**config.mk**
```make
export PLATFORM = sky130hd
export DESIGN_NAME = pfbs_front
export DESIGN_NICKNAME = d
export VERILOG_FILES = /design/src/sv/pfbs_pkg.sv /design/src/sv/pfbs_front.sv
export SDC_FILE = /design/constraint.sdc
export NUM_CORES = 1
export LEC_CHECK = 0
export BUFFER_PORTS_ARGS = -buffer_cell sky130_fd_sc_hd__buf_4
export CORE_ASPECT_RATIO = 1.25
export CORE_MARGIN = 4
export CORE_UTILIZATION = 27
export CTS_BUF_LIST = sky130_fd_sc_hd__clkbuf_4
export DETAILED_ROUTE_END_ITERATION = 10
export GPL_TIMING_DRIVEN = 0
export PLACE_DENSITY = 0.5
export SETUP_SLACK_MARGIN = 0.05
export SYNTH_ARGS = -nofsm -noshare
export SYNTH_HDL_FRONTEND = slang
export SYNTH_SLANG_ARGS = --single-unit
```
**constraint.sdc**
```tcl
create_clock -name i_clk -period 9.45 [get_ports i_clk]
set_clock_uncertainty 0.1 [all_clocks]
set_input_delay 0 -clock i_clk [delete_from_list [all_inputs] [get_ports i_clk]]
set_output_delay 0 -clock i_clk [all_outputs]
set_load 0.02 [all_outputs]
```
**src/sv/pfbs_pkg.sv**
```systemverilog
// Shared types, constants and color arithmetic for the palette frame box scaler.
`timescale 1ns / 1ps
`default_nettype none

package pfbs_pkg;

    // Input command codes
    localparam logic [1:0] CMD_PAL_WR = 2'd0;
    localparam logic [1:0] CMD_FRM_WR = 2'd1;
    localparam logic [1:0] CMD_REQ    = 2'd2;

    // Task codes carried from the front end to the back end
    localparam logic [1:0] OP_PAL_WR = 2'd0;
    localparam logic [1:0] OP_FRM_WR = 2'd1;
    localparam logic [1:0] OP_REQ    = 2'd2;

    // Coordinate width wide enough for the largest supported source frame
    localparam int CW = 9;

    // Task queue depth and pointer widths
    localparam int QDEPTH = 4;
    localparam int QAW    = 2;
    localparam int QCW    = 3;

    // Bits that must not carry into the next channel when halving RGB565
    localparam logic [15:0] RGB_HALF_MASK = 16'hF7DE;

    // One classified item on its way to the back end
    typedef struct packed {
        logic [1:0]    op;
        logic [CW-1:0] x0;
        logic [CW-1:0] x1;
        logic [CW-1:0] y0;
        logic [CW-1:0] y1;
        logic [7:0]    idx;
        logic [15:0]   val;
    } t_task;

    // Average two RGB565 colors per channel, rounding down
    function automatic logic [15:0] avg565(input logic [15:0] a, input logic [15:0] b);
        logic [15:0] half;
        half   = ((a ^ b) & RGB_HALF_MASK) >> 1;
        avg565 = half + (a & b);
    endfunction

endpackage

`default_nettype wire

```
**src/sv/pfbs_front.sv**
```systemverilog
// Front end: accepts items, maps display positions to source positions, classifies.
`timescale 1ns / 1ps
`default_nettype none

module pfbs_front #(
    parameter int SRC_W = 256,
    parameter int SRC_H = 240,
    parameter int OUT_W = 320,
    parameter int OUT_H = 240
) (
    input  wire                 i_clk,
    input  wire                 i_rst_n,
    input  wire                 i_push,
    output logic                o_full,
    input  wire  [1:0]          i_cmd,
    input  wire  [7:0]          i_src_x,
    input  wire  [7:0]          i_src_y,
    input  wire  [7:0]          i_color_index,
    input  wire  [15:0]         i_color_value,
    input  wire  [8:0]          i_out_x,
    input  wire  [7:0]          i_out_y,
    input  wire                 i_q_full,
    output logic                o_task_valid,
    output pfbs_pkg::t_task     o_task
);

    // Scale by multiplying with a rounded-up reciprocal; the shift is large
    // enough that the floor of the product equals the exact integer quotient
    // for every 9-bit column and 8-bit row up to an output size of 1024.
    localparam int          SH  = 19;
    localparam int unsigned KX  = (SRC_W * (1 << SH) + OUT_W - 1) / OUT_W;
    localparam int unsigned KY  = (SRC_H * (1 << SH) + OUT_H - 1) / OUT_H;
    localparam int          KXW = $clog2(KX + 1);
    localparam int          KYW = $clog2(KY + 1);
    localparam int          PXW = 9 + KXW;
    localparam int          PYW = 8 + KYW;
    localparam int          QXW = PXW - SH;
    localparam int          QYW = PYW - SH;

    logic                       r_fv;
    logic [1:0]                 r_cmd;
    logic [7:0]                 r_src_x;
    logic [7:0]                 r_src_y;
    logic [7:0]                 r_cidx;
    logic [15:0]                r_cval;
    logic [PXW-1:0]             r_prodx;
    logic [PYW-1:0]             r_prody;

    logic                       accept;
    logic                       keep;
    logic [QXW-1:0]             sx_q;
    logic [QYW-1:0]             sy_q;
    logic [pfbs_pkg::CW-1:0]    sx;
    logic [pfbs_pkg::CW-1:0]    sy;
    logic [pfbs_pkg::CW-1:0]    sx1;
    logic [pfbs_pkg::CW-1:0]    sy1;

    // Classify the held item and build its task
    always_comb begin
        sx_q = r_prodx[PXW-1:SH];
        sy_q = r_prody[PYW-1:SH];
        // Clamp requests that fall off the display
        if (32'(sx_q) > 32'(SRC_W - 1)) begin
            sx = pfbs_pkg::CW'(SRC_W - 1);
        end else begin
            sx = pfbs_pkg::CW'(sx_q);
        end
        if (32'(sy_q) > 32'(SRC_H - 1)) begin
            sy = pfbs_pkg::CW'(SRC_H - 1);
        end else begin
            sy = pfbs_pkg::CW'(sy_q);
        end
        // Clamp the right and lower neighbors at the frame edge
        sx1 = (sx == pfbs_pkg::CW'(SRC_W - 1)) ? sx : sx + 1'b1;
        sy1 = (sy == pfbs_pkg::CW'(SRC_H - 1)) ? sy : sy + 1'b1;

        o_task     = '0;
        o_task.idx = r_cidx;
        o_task.val = r_cval;
        case (r_cmd)
            pfbs_pkg::CMD_PAL_WR: begin
                keep      = 1'b1;
                o_task.op = pfbs_pkg::OP_PAL_WR;
            end
            pfbs_pkg::CMD_FRM_WR: begin
                // Drop pixel writes outside the frame
                keep      = (32'(r_src_x) < 32'(SRC_W)) && (32'(r_src_y) < 32'(SRC_H));
                o_task.op = pfbs_pkg::OP_FRM_WR;
                o_task.x0 = pfbs_pkg::CW'(r_src_x);
                o_task.y0 = pfbs_pkg::CW'(r_src_y);
            end
            pfbs_pkg::CMD_REQ: begin
                keep      = 1'b1;
                o_task.op = pfbs_pkg::OP_REQ;
                o_task.x0 = sx;
                o_task.x1 = sx1;
                o_task.y0 = sy;
                o_task.y1 = sy1;
            end
            default: begin
                keep = 1'b0;
            end
        endcase

        o_task_valid = r_fv && keep;
        o_full       = r_fv && keep && i_q_full;
        accept       = i_push && !o_full;
    end

    // Hold an item until the queue takes it
    always_ff @(posedge i_clk) begin
        if (!i_rst_n) begin
            r_fv <= 1'b0;
        end else begin
            r_fv <= accept || o_full;
        end
    end

    // Capture the item and start the coordinate scaling
    always_ff @(posedge i_clk) begin
        if (accept) begin
            r_cmd   <= i_cmd;
            r_src_x <= i_src_x;
            r_src_y <= i_src_y;
            r_cidx  <= i_color_index;
            r_cval  <= i_color_value;
            r_prodx <= PXW'(i_out_x) * PXW'(KX);
            r_prody <= PYW'(i_out_y) * PYW'(KY);
        end
    end

endmodule

`default_nettype wire

```
---- Word level (Yosys, flattened, before mapping) ----
Cells that the tools add are included.
storage, ports and cells
  flip-flop bits (word level) ............. 79
  bits of input ports ..................... 63
  output and inout bits ................... 64
  logic and storage cells ................. 35
operators by class
  add/sub/neg operators ................... 2
  multipliers ............................. 1
  magnitude comparators ................... 3
  equality and inequality tests ........... 4
  mux-type cells .......................... 10
  reductions and logical operators ........ 7
operators by type and width
  operator                                                                          number
  9-bit 2-to-1 mux                                                                  5
  9-bit one-hot mux with 2 select lines                                             2
  9-bit by 19-bit multiplier with 28-bit output (second input constant)             1
  9-bit by 1-bit adder with 9-bit output (second input constant)                    2
  9-bit by 8-bit equality test with 1-bit output (second input constant)            2
  9-bit by 8-bit greater-than comparator with 1-bit output (second input constant)  1
  8-bit greater-than comparator (second input constant)                             1
  8-bit less-than comparator (second input constant)                                1
  8-bit 2-to-1 mux                                                                  1
  2-bit one-hot mux with 2 select lines                                             1
  1-bit logical AND                                                                 3
  2-bit by 1-bit equality test with 1-bit output (second input constant)            1
  2-bit equality test (second input constant)                                       1
  2-bit zero test                                                                   1
  1-bit one-hot mux with 2 select lines                                             1
  2-bit OR reduction                                                                1
  1-bit zero test                                                                   1
  1-bit logical OR                                                                  1

---- Longest topological paths before layout ----
  depth in word-level cells ............... 8
  gate-level depth with buffers ........... 16

---- Least setup slack after synthesis ----
Ideal clock, no wire load.
  kind .................................... reg2reg
  start point ............................. reg r_cmd[0]
  end point ............................... reg r_cidx[0], enable pin
  setup time .............................. 0.482 ns
  arrival time ............................ 4.165 ns
  path slack .............................. 4.703 ns
  cell stages (with the launch flop) ...... 7
  cell sequence ........................... edfxtp_1 > ha_1 > clkbuf_1 > a211oi_1 > nor3b_1 > and2_1 > nor2b_1
on the way
  cells in the longest elaborated chain, start to end .. 7
  elaborated cells on any way between the ends .. 9
ends and longest elaborated chain
  item                                                    line               source
  from (decl)                                             pfbs_front.sv:41   logic [1:0] r_cmd;
  from (signal assigned)                                  pfbs_front.sv:122  r_cmd <= i_cmd;
  2-bit equality test or 2-bit zero test (tied branches)  pfbs_front.sv:80   case (r_cmd)
  2-bit OR reduction (no source line)                     -
  1-bit one-hot mux with 2 select lines *                 pfbs_front.sv:80
  1-bit logical AND *                                     -
  via o_task_valid                                        pfbs_front.sv:23   output logic o_task_valid,
  1-bit logical AND *                                     pfbs_front.sv:106  o_full = r_fv && keep && i_q_full;
  via o_full                                              pfbs_front.sv:14   output logic o_full,
  1-bit zero test *                                       pfbs_front.sv:107  accept = i_push && !o_full;
  1-bit logical AND *                                     pfbs_front.sv:107
  via accept                                              pfbs_front.sv:49   logic accept;
  to (signal assigned)                                    pfbs_front.sv:125  r_cidx <= i_color_index;
  to (decl)                                               pfbs_front.sv:44   logic [7:0] r_cidx;
The timed path passes the listed nets; every way through them passes the cells marked *.
A chain may end at the register's enable or synchronous reset.

---- Worst setup path in the final report ----
  start point ............................. in i_out_x[1]
  end point ............................... reg r_prodx[24] (data pin)
on the way
  cells in the longest elaborated chain, start to end .. 1
ends and longest elaborated chain
  item                                           line               source
  from (decl)                                    pfbs_front.sv:20   input wire [8:0] i_out_x,
  9-bit by 19-bit multiplier with 28-bit output  pfbs_front.sv:127  r_prodx <= PXW'(i_out_x) * PXW'(KX);
  to (signal assigned)                           pfbs_front.sv:127
  to (decl)                                      pfbs_front.sv:46   logic [PXW-1:0] r_prodx;
No other way between the ends.

==> impl_results.md <==
- WL final: 12,690 um
- Post-Syn Area: 4642 sq um
- GRT Total Usage: 0.1300
- Initial antenna violation count: 1
- Pre-antenna DRT Iters: 4
- Pins Over Slew Limit: 0
- Clk_lat worst skew: 0.39 ns
- Total of max-cap violations: 0
- Final Cell Area: 6579 sq um
- Peak supply drop: 0.06340 mV
- Min Clock Period, post-route: 3.685 ns
- Critical Path AT: 3.74 ns
- # rows: 53
- Core Util, Final: 0.3906
- Sequential area share after synthesis: 0.3860
- Initial Util: 0.2756
- Cell class contributing the biggest share of worst-path delay: adder cells
- CTS tree: yes
- Via density: 4.506
- Leak: 2.954 nW
- Worst Tran Pin Value: 0.7463 ns
- Routability congestion estimate from global placement: 0.8771
- Post-DP HPWL: 10,130 um
- # DRC: 0
- Synth Warn #: 0
- Die Ht: 154.6 um
- Area fraction of the dominant cell type after synthesis: 0.3817
- Most used cell, CP: inv_1
- Cell taking the most area after synthesis: edfxtp_1
- Place WS: 5.333 ns
- Core box area: 16,840 sq um
- Final setup fails: 0
- Synth Area per Inst: 10.80 sq um
- Post-CTS setup buffers: 0
- Ys flop type: edfxtp_1
- Final hold vios: 0
- Clk pwr share: 0.154
- Power Density: 181.8 nW/um^2
- Die Wd: 125.3 um
- Gate power share: 0.540
- Final #Nets: 768
- Worst R2R Start: r_cmd[0]
- Cells after Synth: 430
- Clock Sinks: 60
- Post-CTS resize count: 0
- Outcome: complete, no violations
- Relative slew slack: 0.5014
- Critical path type: primary input to flop
- Largest net degree at the start of global routing: 25
- Ports: 127
- P&R area growth vs syn: 41.73%
- Distinct cells, synth: 52
- Crit path launch: i_out_x[1]
- Gr ovfl total: 0
- Slowest stage cell, crit path: fa_1
- Clk slew on worst S/H paths: 0.12 ns
- WL/cell: 14.98 um
- Synth top area cells: edfxtp_1 (38%), ha_1 (15%), fa_1 (13%)
- # hold bufs at CTS: 53
- Area taken by multi-input logic gates: 2556 sq um
- DRT iter0 DRCs: 190
- Hold Crit Start: i_q_full
- Setup ws final: 5.765 ns
- Fill cells: 1,701
- Final setup TNS: 0 ns
- Buf+Inv Stages, Crit Path: 5
- DIE AREA: 19,370 sq um
- Sequential cell area: 1792 sq um
- Int Pwr: 0.0007033 W
- Share of layout cells above drive strength 1: 0.2524
- Asr flop ratio synth: 0
- CP Cell Sequence: buf_4 -> inv_1 -> ha_1 -> inv_1 -> fa_1 -> inv_1 -> fa_1 -> inv_1 -> fa_1 -> ha_1 -> a211oi_1 -> nor2_1 -> o31ai_1 -> a31oi_1 -> a211oi_2 -> xnor2_1
- Final Cycle Share: 0.3899
- Post-DRT Antenna Nets: 0
- Flop and latch count out of synthesis: 60
- Critical Path Start Type: primary input
- Worst hold path class: primary input to flop
- Unrepaired setup endpoints after global routing: no
- Part of the power in registers: 0.306
- Port bufs: 122
- Root Driver: clkbuf_4
- Crit end category: flop
- CP Max Fanout: 5
- # H-tree levels: 3
- Post-DP Area: 5907 sq um
- Max Buffers Root-to-Sink: 2
- EDFF count, synth: 59
- Via count: 3,817
- CTS Buf Count: 9
- Vias in the first global route: 3,902
- Sw Share: 0.4119
- Slowest cell delay on critical path: 0.50 ns
- First-pass GRT wire length: 20,280 um
- Psw: 0.0004925 W
- F_max: 271.4 MHz
- CP required: 9.51 ns
[sequential cells by signal (all words and copies together) (netlist names)]
register	cells
r_prody	8
r_src_y	8
r_cval	16
r_cidx	8
r_fv	1
r_prodx	9
r_src_x	8
r_cmd	2
[layer usage]
layer	up-vias	wire, um	GRT usage
met2	116	6651	0.2371
li1	1894	-	-
met3	20	584	0.02660
met1	1787	5202	0.1525
met5	-	0	0
met4	0	250	0.04132
[worst paths after layout]
kind            endpoint  slack (ns)  cells after the start
max reg2reg   r_cval[10]        6.61                      8
min reg2reg    r_cidx[3]        1.09                      3
min            r_cidx[3]        0.14                      3
max          r_prodx[24]        5.76                     16
[area by class of cell]
| type | count | share of cell area |
|---|---|---|
| Antenna cell | 1 | 0.0003804 |
| Tap cell | 220 | 0.04184 |
| Sequential cell | 60 | 0.2723 |
| Timing Repair Buffer | 177 | 0.2282 |
| Multi-Input combinational cell | 295 | 0.3886 |
| Clock inverter | 6 | 0.009700 |
| Clock buffer | 10 | 0.01141 |
| Inverter | 63 | 0.03595 |
| Buffer | 15 | 0.01160 |
[power groups by stage]
stage | combinational [W] | clock [W] | sequential (W)
floorplan | 0.000451 | 0 | 0.000371
global placement | 0.000618 | 0 | 0.000373
detailed placement | 0.000625 | 0 | 0.000371
CTS | 0.000649 | 0.000194 | 0.000365
global route | 0.000732 | 0.000202 | 0.000370
finish | 0.000645 | 0.000184 | 0.000366
[cell usage after synthesis, types with 3 or more instances]
master	number
inv_1	63
edfxtp_1	59
ha_1	55
fa_1	29
nand2_1	23
a21oi_1	22
nor2_1	20
o21ai_0	15
nand3_1	14
xnor2_1	11
a21boi_0	9
clkbuf_1	9
nor2b_1	9
a31oi_1	7
a22oi_1	6
o21ai_1	6
a211oi_1	5
a21o_1	5
buf_4	5
nand4_1	5
and3_1	4
nor3_1	4
mux2i_1	3
nand2b_1	3
o21a_1	3
or2_2	3
xor2_1	3
[cell usage in the layout (no fill, tap or decap), types with 3 or more instances in the layout]
cell type and count:
edfxtp_1 59, clkbuf_1 9, o21ai_0 15, nand3_1 14
nand2b_1 3, or2_2 3, a211oi_1 5, fa_1 29
conb_1 4, nor3_1 4, xnor2_1 11, nand2_1 23
buf_4 127, inv_1 63, o21ai_1 6, a22oi_1 6
a31oi_1 7, ha_1 55, nor2_1 20, nand4_1 5
clkbuf_4 10, and3_1 4, o21a_1 3, dlygate4sd3_1 53
a21boi_0 9, mux2i_1 3, xor2_1 3, a21oi_1 22
nor2b_1 8, a21o_1 5
[cell families (layout without fill, tap and decap cells)]
kind of cell	count (synthesis)	in the layout	share of synthesized area
AO/OA/AOI/OAI	95	95	0.1361
AND/OR/NAND/NOR	95	95	0.1035
adder cells (fa/ha/maj)	84	84	0.2733
buffers and inverters	78	271	0.06739
flip-flops	60	60	0.3860
XOR/XNOR	14	14	0.02642
multiplexers	3	3	0.006469
other	1	5	0.0008078
[stage by stage]
| step | std cells | hold WS, ns | total power (W) |
|---|---|---|---|
| after global routing | 847 | 0.1607 | 0.001304 |
| final | 847 | 0.1361 | 0.001196 |
| after detailed placement | 777 | 0.07962 | 0.0009964 |
| after global placement | 775 | 0.07818 | 0.0009911 |
| after floorplan | 433 | -0.001131 | 0.0008221 |
| after CTS | 846 | 0.1005 | 0.001208 |
[worst reg2reg max path: stages (launching register included)]
cell,delay (ns)
edfxtp_1,0.43
ha_1,0.23
clkbuf_1,0.19
a211oi_1,0.26
nor3b_1,0.10
and2_1,0.21
nor2b_4,0.61
buf_16,0.24
buf_16,0.17
Note: power is estimated with default switching activity, not from simulation.
