`config.mk`:
```
export PLATFORM = sky130hd
export DESIGN_NAME = pfbs_fifo
export DESIGN_NICKNAME = d
export VERILOG_FILES = /design/src/sv/pfbs_pkg.sv /design/src/sv/pfbs_fifo.sv
export SDC_FILE = /design/constraint.sdc
export NUM_CORES = 1
export LEC_CHECK = 0
export BUFFER_PORTS_ARGS = -buffer_cell sky130_fd_sc_hd__buf_2
export CAP_MARGIN = 10
export CORE_MARGIN = 2
export CORE_UTILIZATION = 50
export CTS_CLUSTER_DIAMETER = 80
export CTS_CLUSTER_SIZE = 30
export DETAILED_ROUTE_END_ITERATION = 6
export GPL_TIMING_DRIVEN = 0
export PLACE_DENSITY = 0.75
export SYNTH_ARGS = -nofsm -noshare
export SYNTH_HDL_FRONTEND = slang
export SYNTH_SLANG_ARGS = --single-unit
```
`constraint.sdc`:
```
create_clock -name i_clk -period 3.95 [get_ports i_clk]
set_clock_uncertainty 0.05 [all_clocks]
set_input_delay 0.395 -clock i_clk [delete_from_list [all_inputs] [get_ports i_clk]]
set_output_delay 0.395 -clock i_clk [all_outputs]
set_load 0.005 [all_outputs]
```
`src/sv/pfbs_pkg.sv`:
```
// Shared types, constants and color arithmetic for the palette frame box scaler.
`timescale 1ns / 1ps
`default_nettype none

package pfbs_pkg;

    // Input command codes
    localparam logic [1:0] CMD_PAL_WR = 2'd0;
    localparam logic [1:0] CMD_FRM_WR = 2'd1;
    localparam logic [1:0] CMD_REQ    = 2'd2;

    // Task codes carried from the front end to the back end
    localparam logic [1:0] OP_PAL_WR = 2'd0;
    localparam logic [1:0] OP_FRM_WR = 2'd1;
    localparam logic [1:0] OP_REQ    = 2'd2;

    // Coordinate width wide enough for the largest supported source frame
    localparam int CW = 9;

    // Task queue depth and pointer widths
    localparam int QDEPTH = 4;
    localparam int QAW    = 2;
    localparam int QCW    = 3;

    // Bits that must not carry into the next channel when halving RGB565
    localparam logic [15:0] RGB_HALF_MASK = 16'hF7DE;

    // One classified item on its way to the back end
    typedef struct packed {
        logic [1:0]    op;
        logic [CW-1:0] x0;
        logic [CW-1:0] x1;
        logic [CW-1:0] y0;
        logic [CW-1:0] y1;
        logic [7:0]    idx;
        logic [15:0]   val;
    } t_task;

    // Average two RGB565 colors per channel, rounding down
    function automatic logic [15:0] avg565(input logic [15:0] a, input logic [15:0] b);
        logic [15:0] half;
        half   = ((a ^ b) & RGB_HALF_MASK) >> 1;
        avg565 = half + (a & b);
    endfunction

endpackage

`default_nettype wire

```
`src/sv/pfbs_fifo.sv`:
```
// Short task queue between the front end and the back end.
`timescale 1ns / 1ps
`default_nettype none

module pfbs_fifo (
    input  wire                 i_clk,
    input  wire                 i_rst_n,
    input  wire                 i_push,
    input  pfbs_pkg::t_task     i_data,
    output logic                o_full,
    input  wire                 i_pop,
    output logic                o_empty,
    output pfbs_pkg::t_task     o_data
);

    pfbs_pkg::t_task                r_mem [pfbs_pkg::QDEPTH];
    logic [pfbs_pkg::QAW-1:0]       r_wr_ptr;
    logic [pfbs_pkg::QAW-1:0]       r_rd_ptr;
    logic [pfbs_pkg::QCW-1:0]       r_count;
    logic                           do_push;
    logic                           do_pop;

    // Status flags and guarded strobes
    always_comb begin
        o_full  = (r_count == pfbs_pkg::QCW'(pfbs_pkg::QDEPTH));
        o_empty = (r_count == '0);
        do_push = i_push && !o_full;
        do_pop  = i_pop && !o_empty;
        o_data  = r_mem[r_rd_ptr];
    end

    // Advance pointers and count
    always_ff @(posedge i_clk) begin
        if (!i_rst_n) begin
            r_wr_ptr <= '0;
            r_rd_ptr <= '0;
            r_count  <= '0;
        end else begin
            if (do_push) begin
                r_wr_ptr <= r_wr_ptr + 1'b1;
            end
            if (do_pop) begin
                r_rd_ptr <= r_rd_ptr + 1'b1;
            end
            if (do_push && !do_pop) begin
                r_count <= r_count + 1'b1;
            end else if (do_pop && !do_push) begin
                r_count <= r_count - 1'b1;
            end
        end
    end

    // Store entries
    always_ff @(posedge i_clk) begin
        if (do_push) begin
            r_mem[r_wr_ptr] <= i_data;
        end
    end

endmodule

`default_nettype wire

```
After elaboration in Yosys (flattened, before gate mapping)
Memories as Yosys holds them, arrays and structs flattened. A register that Yosys moved wholly into a read port is not among the register bits. Cells that the tools add are included. Widths: inputs -> output; s select.

$add $sub $neg: 4. Eq/ne operators: 1. Multiplexer cells: 6. Reduce and logical (&&, ||, !) cells: 10.

Operators by type and width (number): $mux 3 (2); $add 2x1->2 const B (2); $logic_and 1x1->1 (4); $logic_not 1->1 (4); $mux 2 (2); $add 3x1->3 const B (1); $eq 3x3->1 const B (1); $logic_not 3->1 (1); $sub 3x1->3 const B (1); $mux 1 (2); $reduce_bool 2->1 (1).

Register bits: 7. RAM bits: 248. Output and inout bits: 64. Memories: 1.

Memories: r_mem (words 4, bits a word 62, read ports 1, clocked after Yosys merged registers in 1, write ports 1, RTL line pfbs_fifo.sv:16) `pfbs_pkg::t_task r_mem [pfbs_pkg::QDEPTH];`.

Depth between registers and ports, before layout
Gate-level depths: netlist of run 1.

Depth after elaboration: 7. Mapped depth: 9. Gate-level depth less buffers: 8.

Worst setup path before layout of run 1
OpenSTA, ideal clock, no wires.

Path type: reg2reg. Start: reg r_count[0] in the netlist's numbering. End: mem r_mem[0][0] in the netlist's numbering, enable pin. Arrival: 2.286 ns. Required time: 3.473 ns. Slack: 1.188 ns. Cell stages (with the launch flop): 5. Cells stage by stage: dfxtp_1 -> nor3b_2 -> nor2b_1 -> buf_2 -> and2_1.

Cells in the longest elaborated chain, start to end: 5.

RTL lines: from (decl) (RTL line pfbs_fifo.sv:19) `logic [pfbs_pkg::QCW-1:0] r_count;`; from (signal assigned) (RTL line pfbs_fifo.sv:46) `r_count <= r_count + 1'b1;`; from (signal assigned) (RTL line pfbs_fifo.sv:48) `r_count <= r_count - 1'b1;`; $eq 3x3->1 (RTL line pfbs_fifo.sv:25) `o_full = (r_count == pfbs_pkg::QCW'(pfbs_pkg::QDEPTH));`; named net o_full (RTL line pfbs_fifo.sv:10) `output logic o_full,`; $logic_not 1->1 (RTL line pfbs_fifo.sv:27) `do_push = i_push && !o_full;`; $logic_and 1x1->1 (RTL line pfbs_fifo.sv:27); named net do_push (RTL line pfbs_fifo.sv:20) `logic do_push;`; $mux 1 (RTL line pfbs_fifo.sv:55) `if (do_push) begin`; $mux 1 (not written as such) (RTL line pfbs_fifo.sv:56) `r_mem[r_wr_ptr] <= i_data;`; to (decl) (RTL line pfbs_fifo.sv:16).

The timed path passes the listed nets, and every way through them passes these cells.

==> impl_metrics.yaml, run 1 <==
finish:
  n_fill_cell: 1351
  antennaDiodeCount: 0
  drive_gt1_share_pct: 43.8
  nets: 590
  fin_cells: 755
  register_area_um2: 7630
  syn_to_final_growth_pct: 14.4
  final_util_pct: 58.3
  multi_input_area_um2: 1690
floorplan:
  ios: 130
  rows: 50
  core_area_um2: 18600
  start_util_pct: 50.9
  dieArea_um2: 20100
  die_w_um: 142
  die_h_um: 142
power_and_ir_drop:
  clockPowerShare_pct: 21.1
  p_leak_nw: 3.62
  power.switching_w: 0.00156
  power_frac_seq_pct: 53.1
  switching_share_pct: 24.5
  combPwrFrac_pct: 25.8
  p_int_w: 0.00481
  ir_drop_mv: 0.489
  power_per_cell_area_nw_per_um2: 587
critical_path:
  max_stage_delay_ns: 0.37
  crit_fanout: 10
  crit_chain: "clkbuf_1 > buf_2 > mux4_2 > buf_2"
  cp-end-kind: "output port"
  cp_common_cell: "buf_2"
  slowest_stage: "mux4_2"
  reg2reg_depth: 9
  crit_type: "reg2out"
  cp-endpoint: "o_data[11]"
  r2r_slack_ns: 1.64
  r2r-end: "r_count[2]"
  critPathLaunchType: "register"
  required_ns: 3.50
  worstReg2RegStart: "r_count[0]"
  arrival_ns: 2.03
timing:
  hold_ws_ns: 0.0835
  tightest_slew_ns: 0.507
  period_minus_slack_ns: 2.48
  fmax_mhz: 404
  finalSetupViolCount: 0
  finalCritPeriodShare_pct: 62.7
  rsz0062_at_grt: "false"
  hold_violations: 0
  fin_tns_setup_ns: 0
  timing.slew.headroom_pct: 66.2
  slew_violations: 0
logic_synthesis:
  synthArstFlopShare_pct: 0
  syn_area_um2: 9490
  synth.avg_cell_area_um2: 25.5
  synth_warnings: 0
  synthFlopType: "edfxtp_1"
  synth_cell_types: 23
  syn-instance-count: 372
  yosysSeqAreaShare_pct: 80.4
  synth_edf_count: 248
  ys_seq_elements: 257
  syn-num-nets: 444
clocking:
  cts.sinks: 257
  h-tree-depth: 1
  postCtsSetupBuffers: 0
  clk_latency_ns: 0.46
  cts-root-buf: "clkbuf_16"
  cts_resized: 0
  cts_tree: "done"
  clockBufferDepth: 3
  cts.clk_slew.worst_paths_ns: 0.11
  cts_buffers: 12
  cts_hold_buffers: 0
routing:
  wl_met2_mm: 7.96
  viasPerCell: 5.48
  routedWlPerCell_um: 20.3
  drt-pass1-iter-count: 5
  drtAntennaViolNets: 0
  drc: 0
  vias: 4141
  drt_iter0_drc: 280
  met3_length_um: 850
  met1_length_mm: 6.37
  drt_wl_total_mm: 15.4
  top_layer: "met4"
global_routing:
  grt_pass1_wl_mm: 23.8
  gr-total-overflow: 0
  antenna_found_initial: 0
  grt_max_degree: 37
  grtUsageTotal_pct: 15.5
  grt_pass1_vias: 4432
place:
  port_buffers: 128
  dp.cells: 738
  dp_hpwl_mm: 9.69
  gp_congestion: 0.724
flow_run:
  maxCapViolations: 0
min_path:
  hold_path.class: "in2reg"
outcome:
  status: "finished clean"
final cells by class:
| cell class | instances | share of cell area (%) |
|---|---|---|
| buffer | 16 | 1.60 |
| clock buffer | 13 | 3.00 |
| clock inverter | 4 | 0.184 |
| inverter | 3 | 0.104 |
| multi-input combinational | 96 | 15.6 |
| sequential | 257 | 70.2 |
| tap | 234 | 2.70 |
| timing repair buffer | 132 | 6.64 |
cell usage in the layout, fill, tap and decap left out:
cell type / count
clkbuf_16: 13
mux4_2: 62
ha_1: 5
clkinv_1: 3
edfxtp_1: 248
xnor2_1: 3
o311ai_1: 1
or3_1: 1
a21boi_0: 1
o31ai_2: 1
and2_1: 4
and2_4: 4
inv_1: 3
mux2i_1: 3
buf_6: 1
nor3b_2: 1
nor2b_1: 2
buf_2: 135
xor2_1: 1
o21ai_0: 1
buf_12: 10
inv_6: 1
dfxtp_1: 9
clkbuf_1: 2
nor3_1: 1
fa_1: 1
nand2_1: 4
per-stage QoR:
step | worst slack (ns) | power [W] | area, um2
global placement | 0.0883 | 0.00509 | 10400
CTS | 1.36 | 0.00647 | 10900
finish | 1.47 | 0.00637 | 10900
floorplan | 1.19 | 0.00452 | 9490
global route | 1.28 | 0.00669 | 10900
detailed placement | 1.65 | 0.00514 | 10500
synth_stat cells, types with 2 or more instances:
library cell | n | area (um2)
and2_1 | 8 | 50.1
xnor2_1 | 3 | 26.3
dfxtp_1 | 9 | 180
nor2b_1 | 2 | 12.5
edfxtp_1 | 248 | 7450
mux4_2 | 62 | 1400
mux2i_1 | 3 | 30.0
nand2_1 | 4 | 15.0
clkbuf_1 | 2 | 7.51
inv_1 | 3 | 11.3
buf_12 | 6 | 120
buf_2 | 7 | 35.0
ha_1 | 5 | 62.6
layer usage:
layer | vias to the layer above | GRT usage (%)
met3 | 17 | 3.10
met1 | 2154 | 20.2
met2 | 118 | 27.5
li1 | 1852 | -
met4 | 0 | 3.11
met5 | - | 0
cell families after synthesis:
logic type                 share of synthesized area [%]
muxes                                               15.0
xor gates and xnor gates                           0.369
AOI/OAI and AO/OA                                  0.356
buffers and inverters                               1.95
and+or+nand+nor                                     1.07
DFF                                                 80.4
adders and majority gates                          0.870
sequential cells by signal, summed over array words and instances (netlist names), named ones only:
name / count
r_mem: 248
r_rd_ptr: 2
r_count: 3
r_wr_ptr: 2
how the worst min path moves through the flow:
stage,startpoint,depth (start not counted),endpoint
3_3_place_gp,r_wr_ptr[0],2,r_wr_ptr[0]
6_report,i_data[57],1,r_mem[3][57]
5_1_grt,i_data[53],1,r_mem[0][53]
4_1_cts,i_data[2],1,r_mem[1][2]
2_1_floorplan,r_wr_ptr[1],2,r_wr_ptr[1]
3_5_place_dp,r_wr_ptr[1],2,r_wr_ptr[1]
power groups by stage:
stage,combinational (W),clock [W],sequential (W)
after floorplan,0.00109,0,0.00344
after global placement,0.00163,0,0.00346
after detailed placement,0.00169,0,0.00345
after CTS,0.00170,0.00139,0.00339
after global routing,0.00179,0.00148,0.00341
final,0.00164,0.00135,0.00338
critical path: cells and delay by family, from the launching register on:
family	cells	cell delay (ns)
mux	1	0.37
buf+inv	3	0.87
flops	1	0.33
Note: power is estimated with default switching activity, not from simulation.
==> run 2, diff against run 1 <==
- clock period: 3.95 -> 2.4 ns (I/O delays scaled with it)
==> run 2 against run 1 <==
Net effect:
- register-to-register slack worse by 1.5 ns
- combinational power is 74% higher
- die area stayed put
- via count is 7.2% higher
- sequential share of layout area is 4.1 points lower
- clock-buffer cell count is 4 higher
- worst hold slack better by 0.014 ns
- worst setup slack worse by 1.3 ns
- first-iteration DRC count is 38% lower
- flip-flop and latch count stayed put
- clock power is 67% higher
- largest cell class unchanged
- highest routed layer unchanged
==> impl_metrics.yaml, run 2 (same netlist as run 1, synthesis figures left out) <==
outcome:
  status: "finished clean"
timing:
  hold_ws_ns: 0.0976
  fin_ws_ns: 0.145
  hold_violations: 0
  fmax_mhz: 443
  tightest_slew_ns: 0.504
  slew_violations: 0
  timing.slew.headroom_pct: 66.4
  period_minus_slack_ns: 2.25
  finalSetupViolCount: 0
  finalCritPeriodShare_pct: 94.0
routing:
  drt-pass1-iter-count: 4
  drtAntennaViolNets: 0
  routedWlPerCell_um: 20.5
  drc: 0
  top_layer: "met4"
  viasPerCell: 5.40
  vias: 4441
  wl_met2_mm: 8.89
  met3_length_um: 770
  drt_iter0_drc: 175
  met1_length_mm: 6.91
  drt_wl_total_mm: 16.9
clocking:
  h-tree-depth: 1
  cts_buffers: 12
  clk_latency_ns: 0.46
  cts.sinks: 257
  cts-root-buf: "clkbuf_16"
  clockBufferDepth: 3
  cts_tree: "done"
  cts.clk_slew.worst_paths_ns: 0.11
place:
  pre_cts_ws_ns: 0.0726
  port_buffers: 128
  gp_congestion: 0.740
  dp_hpwl_mm: 10.2
critical_path:
  cp-end-kind: "output port"
  worstReg2RegStart: "r_count[2]"
  crit_type: "reg2out"
  critPathLaunchType: "register"
  required_ns: 2.11
  arrival_ns: 1.96
  cp-endpoint: "o_data[49]"
  max_stage_delay_ns: 0.60
  r2r-end: "r_count[2]"
  cp_common_cell: "buf_2"
  slowest_stage: "dfxtp_1"
  crit_fanout: 10
  crit_chain: "buf_2 > mux4_2 > buf_2"
  r2r_slack_ns: 0.15
  reg2reg_depth: 9
power_and_ir_drop:
  power_per_cell_area_nw_per_um2: 928
  p_leak_nw: 3.90
  ir_drop_mv: 0.608
  total_power_w: 0.0107
finish:
  largest_reg_flops: 248
  syn_to_final_growth_pct: 21.5
  drive_gt1_share_pct: 40.0
  reg_top3: "r_mem x248, r_count x3"
  antennaDiodeCount: 0
  nets: 654
  final_common_cell: "edfxtp_1"
  final_cell_mix: "248 x edfxtp_1, 134 x buf_2, 62 x mux4_2, 62 x dlygate4sd3_1, 13 x clkbuf_16"
  largest_register: "r_mem"
floorplan:
  core_area_um2: 18600
  die_h_um: 142
  ios: 130
  dieArea_um2: 20100
  rows: 50
  start_util_pct: 50.9
  die_w_um: 142
flow_run:
  maxCapViolations: 0
global_routing:
  grt_max_degree: 42
  gr-total-overflow: 0
  grtUsageTotal_pct: 17.1
  antenna_found_initial: 0
  grt_pass1_vias: 4783
  grt_pass1_wl_mm: 25.9
min_path:
  hold_depth: 3
  hold_path.class: "in2reg"
[run 2: changes by cell type in the layout (fill, tap and decap cells not counted), sizes merged]
cell | before | now
dlygate4sd3 | 0 | 62
buf | 146 | 149
clkbuf | 15 | 18
clkinv | 3 | 2
[run 2: per-stage QoR]
step                      setup TNS, ns  cells  cell area (um2)  util [%]
after global routing            -0.0100    822            11500      61.9
after CTS                             0    819            11500      61.7
after detailed placement              0    738            10500      56.5
after global placement           -78.93    734            10400      55.9
final                                 0    822            11500      61.9
after floorplan                       0    372             9500         -
[run 2: worst min path at each step]
stage	startpoint	to
2_1_floorplan	i_data[0]	r_mem[0][0]
4_1_cts	i_rst_n	r_wr_ptr[1]
3_3_place_gp	i_data[0]	r_mem[1][0]
6_report	i_rst_n	r_wr_ptr[1]
3_5_place_dp	i_data[39]	r_mem[3][39]
5_1_grt	i_rst_n	r_wr_ptr[0]
[run 2: routing by layer]
| layer | global-route usage [%] | vias to the layer above |
|---|---|---|
| li1 | - | 1994 |
| met1 | 21.9 | 2321 |
| met2 | 31.0 | 108 |
| met3 | 2.33 | 18 |
| met4 | 4.21 | 0 |
| met5 | 0 | - |
[run 2: worst max-delay path, delay by kind of cell, from the launching register on]
kind	cells	cell delay, ns
flip-flops	1	0.60
buffers and inverters	2	0.52
multiplexers	1	0.38
[run 2: timing repair]
| item | in CTS | in global routing |
|---|---|---|
| cloned | 0 | 0 |
| resized for setup | 0 | 5 |
| hold buffers | 62 | 0 |
| endpoints found under the setup margin | 55 | 1 |
| endpoints found under the hold margin | 248 | 0 |
| buffers inserted | 0 | 3 |
[run 2: area by class of cell]
class / instances / area [um2]
Tap cell: 234 / 293
Sequential cell: 257 / 7630
Inverter: 3 / 11.3
Multi-Input combinational cell: 96 / 1690
Fill cell: 1296 / 7110
Clock inverter: 3 / 17.5
Clock buffer: 17 / 340
Timing Repair Buffer: 197 / 1380
Buffer: 15 / 173
[run 2: report_power, final]
part           switching (W)  total [W]  leakage [nW]  internal (W)
Combinational        0.00127    0.00285          1.38       0.00158
Sequential          0.000151    0.00559          2.35       0.00544
Clock                0.00124    0.00226         0.175       0.00102
Total                0.00267     0.0107          3.90       0.00803
==> run 3, diff against run 2 <==
- BUFFER_PORTS_ARGS: -buffer_cell sky130_fd_sc_hd__buf_2 -> default
- DONT_BUFFER_PORTS: default -> 1
- PLACE_DENSITY: 0.75 -> 0.69
==> run 3 against run 2 <==
Net effect:
- clock power grew 2%
- worst hold slack lost 0.064 ns
- worst setup slack lost 0.032 ns
- maximum frequency shrank 1.4%
- critical path depth is the same
- global-route usage shrank 1.3 points
- cell count shrank 16%
- register-to-register slack gained 0.05 ns
- clock-buffer cell count shrank 1
- sequential power is essentially flat
- largest cell class unchanged
==> impl_metrics.yaml, run 3 (same netlist as run 1, synthesis figures left out) <==
outcome:
  status: "finished clean"
timing:
  finalCritPeriodShare_pct: 95.3
  finalSetupViolCount: 0
  slew_violations: 0
  hold_violations: 0
  tightest_slew_ns: 0.523
  period_minus_slack_ns: 2.29
  fmax_mhz: 437
  timing.slew.headroom_pct: 65.1
  rsz0062_at_grt: "false"
finish:
  fin_cells: 691
  syn_to_final_growth_pct: 14.8
  register_area_um2: 7630
  n_fill_cell: 1313
  largest_register: "r_mem"
  largest_reg_flops: 248
  reg_top3: "r_mem x248, r_count x3"
  final_cell_mix: "248 x edfxtp_1, 62 x mux4_2, 62 x dlygate4sd3_1"
  drive_gt1_share_pct: 23.4
  nets: 525
  antennaDiodeCount: 0
  final_common_cell: "edfxtp_1"
  multi_input_area_um2: 1690
  final_util_pct: 58.4
clocking:
  clockBufferDepth: 3
  cts-root-buf: "clkbuf_16"
  cts_tree: "done"
  cts.sinks: 257
  cts.clk_slew.worst_paths_ns: 0.10
  h-tree-depth: 1
  clk_latency_ns: 0.47
  cts_buffers: 12
critical_path:
  critPathLaunchType: "register"
  worstReg2RegStart: "r_count[2]"
  arrival_ns: 2.00
  crit_chain: "clkbuf_1 > buf_2 > mux4_2"
  cp-end-kind: "output port"
  crit_buf_inv: 2
  crit_type: "reg2out"
  required_ns: 2.11
  crit_family: "buffers and inverters"
  max_stage_delay_ns: 0.41
  crit_fanout: 10
  slowest_stage: "clkbuf_1"
min_path:
  hold_path.class: "in2reg"
  hold_path_startpoint: "i_pop"
place:
  dp.cells: 610
  gp_congestion: 0.711
  dp_hpwl_mm: 9.32
  port_buffers: 0
routing:
  drtAntennaViolNets: 0
  drt-pass1-iter-count: 6
  drt_wl_total_mm: 15.5
  routedWlPerCell_um: 22.4
  drt_iter0_drc: 146
  vias: 3913
  viasPerCell: 5.66
  drc: 0
floorplan:
  rows: 50
  core_area_um2: 18600
  die_w_um: 142
  start_util_pct: 50.9
  ios: 130
  die_h_um: 142
  dieArea_um2: 20100
global_routing:
  grtUsageTotal_pct: 15.7
  grt_max_degree: 45
  gr-total-overflow: 0
  grt_pass1_vias: 4217
  antenna_found_initial: 0
  grt_pass1_wl_mm: 24.0
flow_run:
  maxCapViolations: 0
power_and_ir_drop:
  p_leak_nw: 3.40
  ir_drop_mv: 0.686
  power_per_cell_area_nw_per_um2: 942
==> run 3: repair_timing <==
action / CTS / global route
endpoints found under the hold margin: 248 / 0
hold buffers: 62 / 0
resized for setup: 0 / 5
setup endpoints to repair: 0 / 1
setup buffers: 0 / 1
==> run 3: worst register-to-register path, cell delays in order (launching register included) <==
cell      delay [ns]
dfxtp_2         0.36
nor3b_2         0.17
nor2b_1         0.14
buf_4           0.14
ha_1            0.18
inv_1           0.07
fa_1            0.37
xor2_1          0.17
or3_1           0.32
a21boi_0        0.16
==> run 3: layout make-up <==
class	count	share of cell area [%]
clock inverters	2	0.126
flip-flops and latches	257	70.0
inverters	3	0.103
repair buffers	67	6.64
multi-input cells	96	15.5
well taps	234	2.69
plain buffers	16	1.62
clock buffers	16	3.27
==> run 3: report_power, final <==
group | leakage, nW | switching (W) | internal, W
Sequential | 2.35 | 0.000132 | 0.00544
Clock | 0.184 | 0.00125 | 0.00106
Combinational | 0.865 | 0.00116 | 0.00123
==> run 3: final timing paths <==
kind	end	slack (ns)	depth (start not counted)
min	register	0.03	3
max	o_data[1]	0.11	3
min reg2reg	r_wr_ptr[0]	0.48	2
max reg2reg	r_count[2]	0.20	9
==> run 3: metal layers <==
layer	share of wire (%)	vias up	GRT usage (%)	routed length (um)
li1	-	1730	-	-
met4	1.6	0	3.42	249
met1	40	2056	19.8	6190
met3	6.6	21	3.78	1030
met5	0	-	0	0
met2	52	106	28.1	8040
==> run 3: per-stage QoR <==
| stage | hold slack, ns | total power [W] | TNS (ns) | area, um2 | setup WS [ns] |
|---|---|---|---|---|---|
| 2_1_floorplan | 0.289 | 0.00743 | 0 | 9500 | 0.313 |
| 3_3_place_gp | 0.289 | 0.00790 | -88.04 | 9790 | -0.370 |
| 3_5_place_dp | 0.289 | 0.00801 | 0 | 9890 | 0.0139 |
| 4_1_cts | 0.0144 | 0.0104 | 0 | 10900 | 0.00244 |
| 5_1_grt | 0.0531 | 0.0107 | 0 | 10900 | 0.0181 |
| 6_report | 0.0332 | 0.0103 | 0 | 10900 | 0.113 |
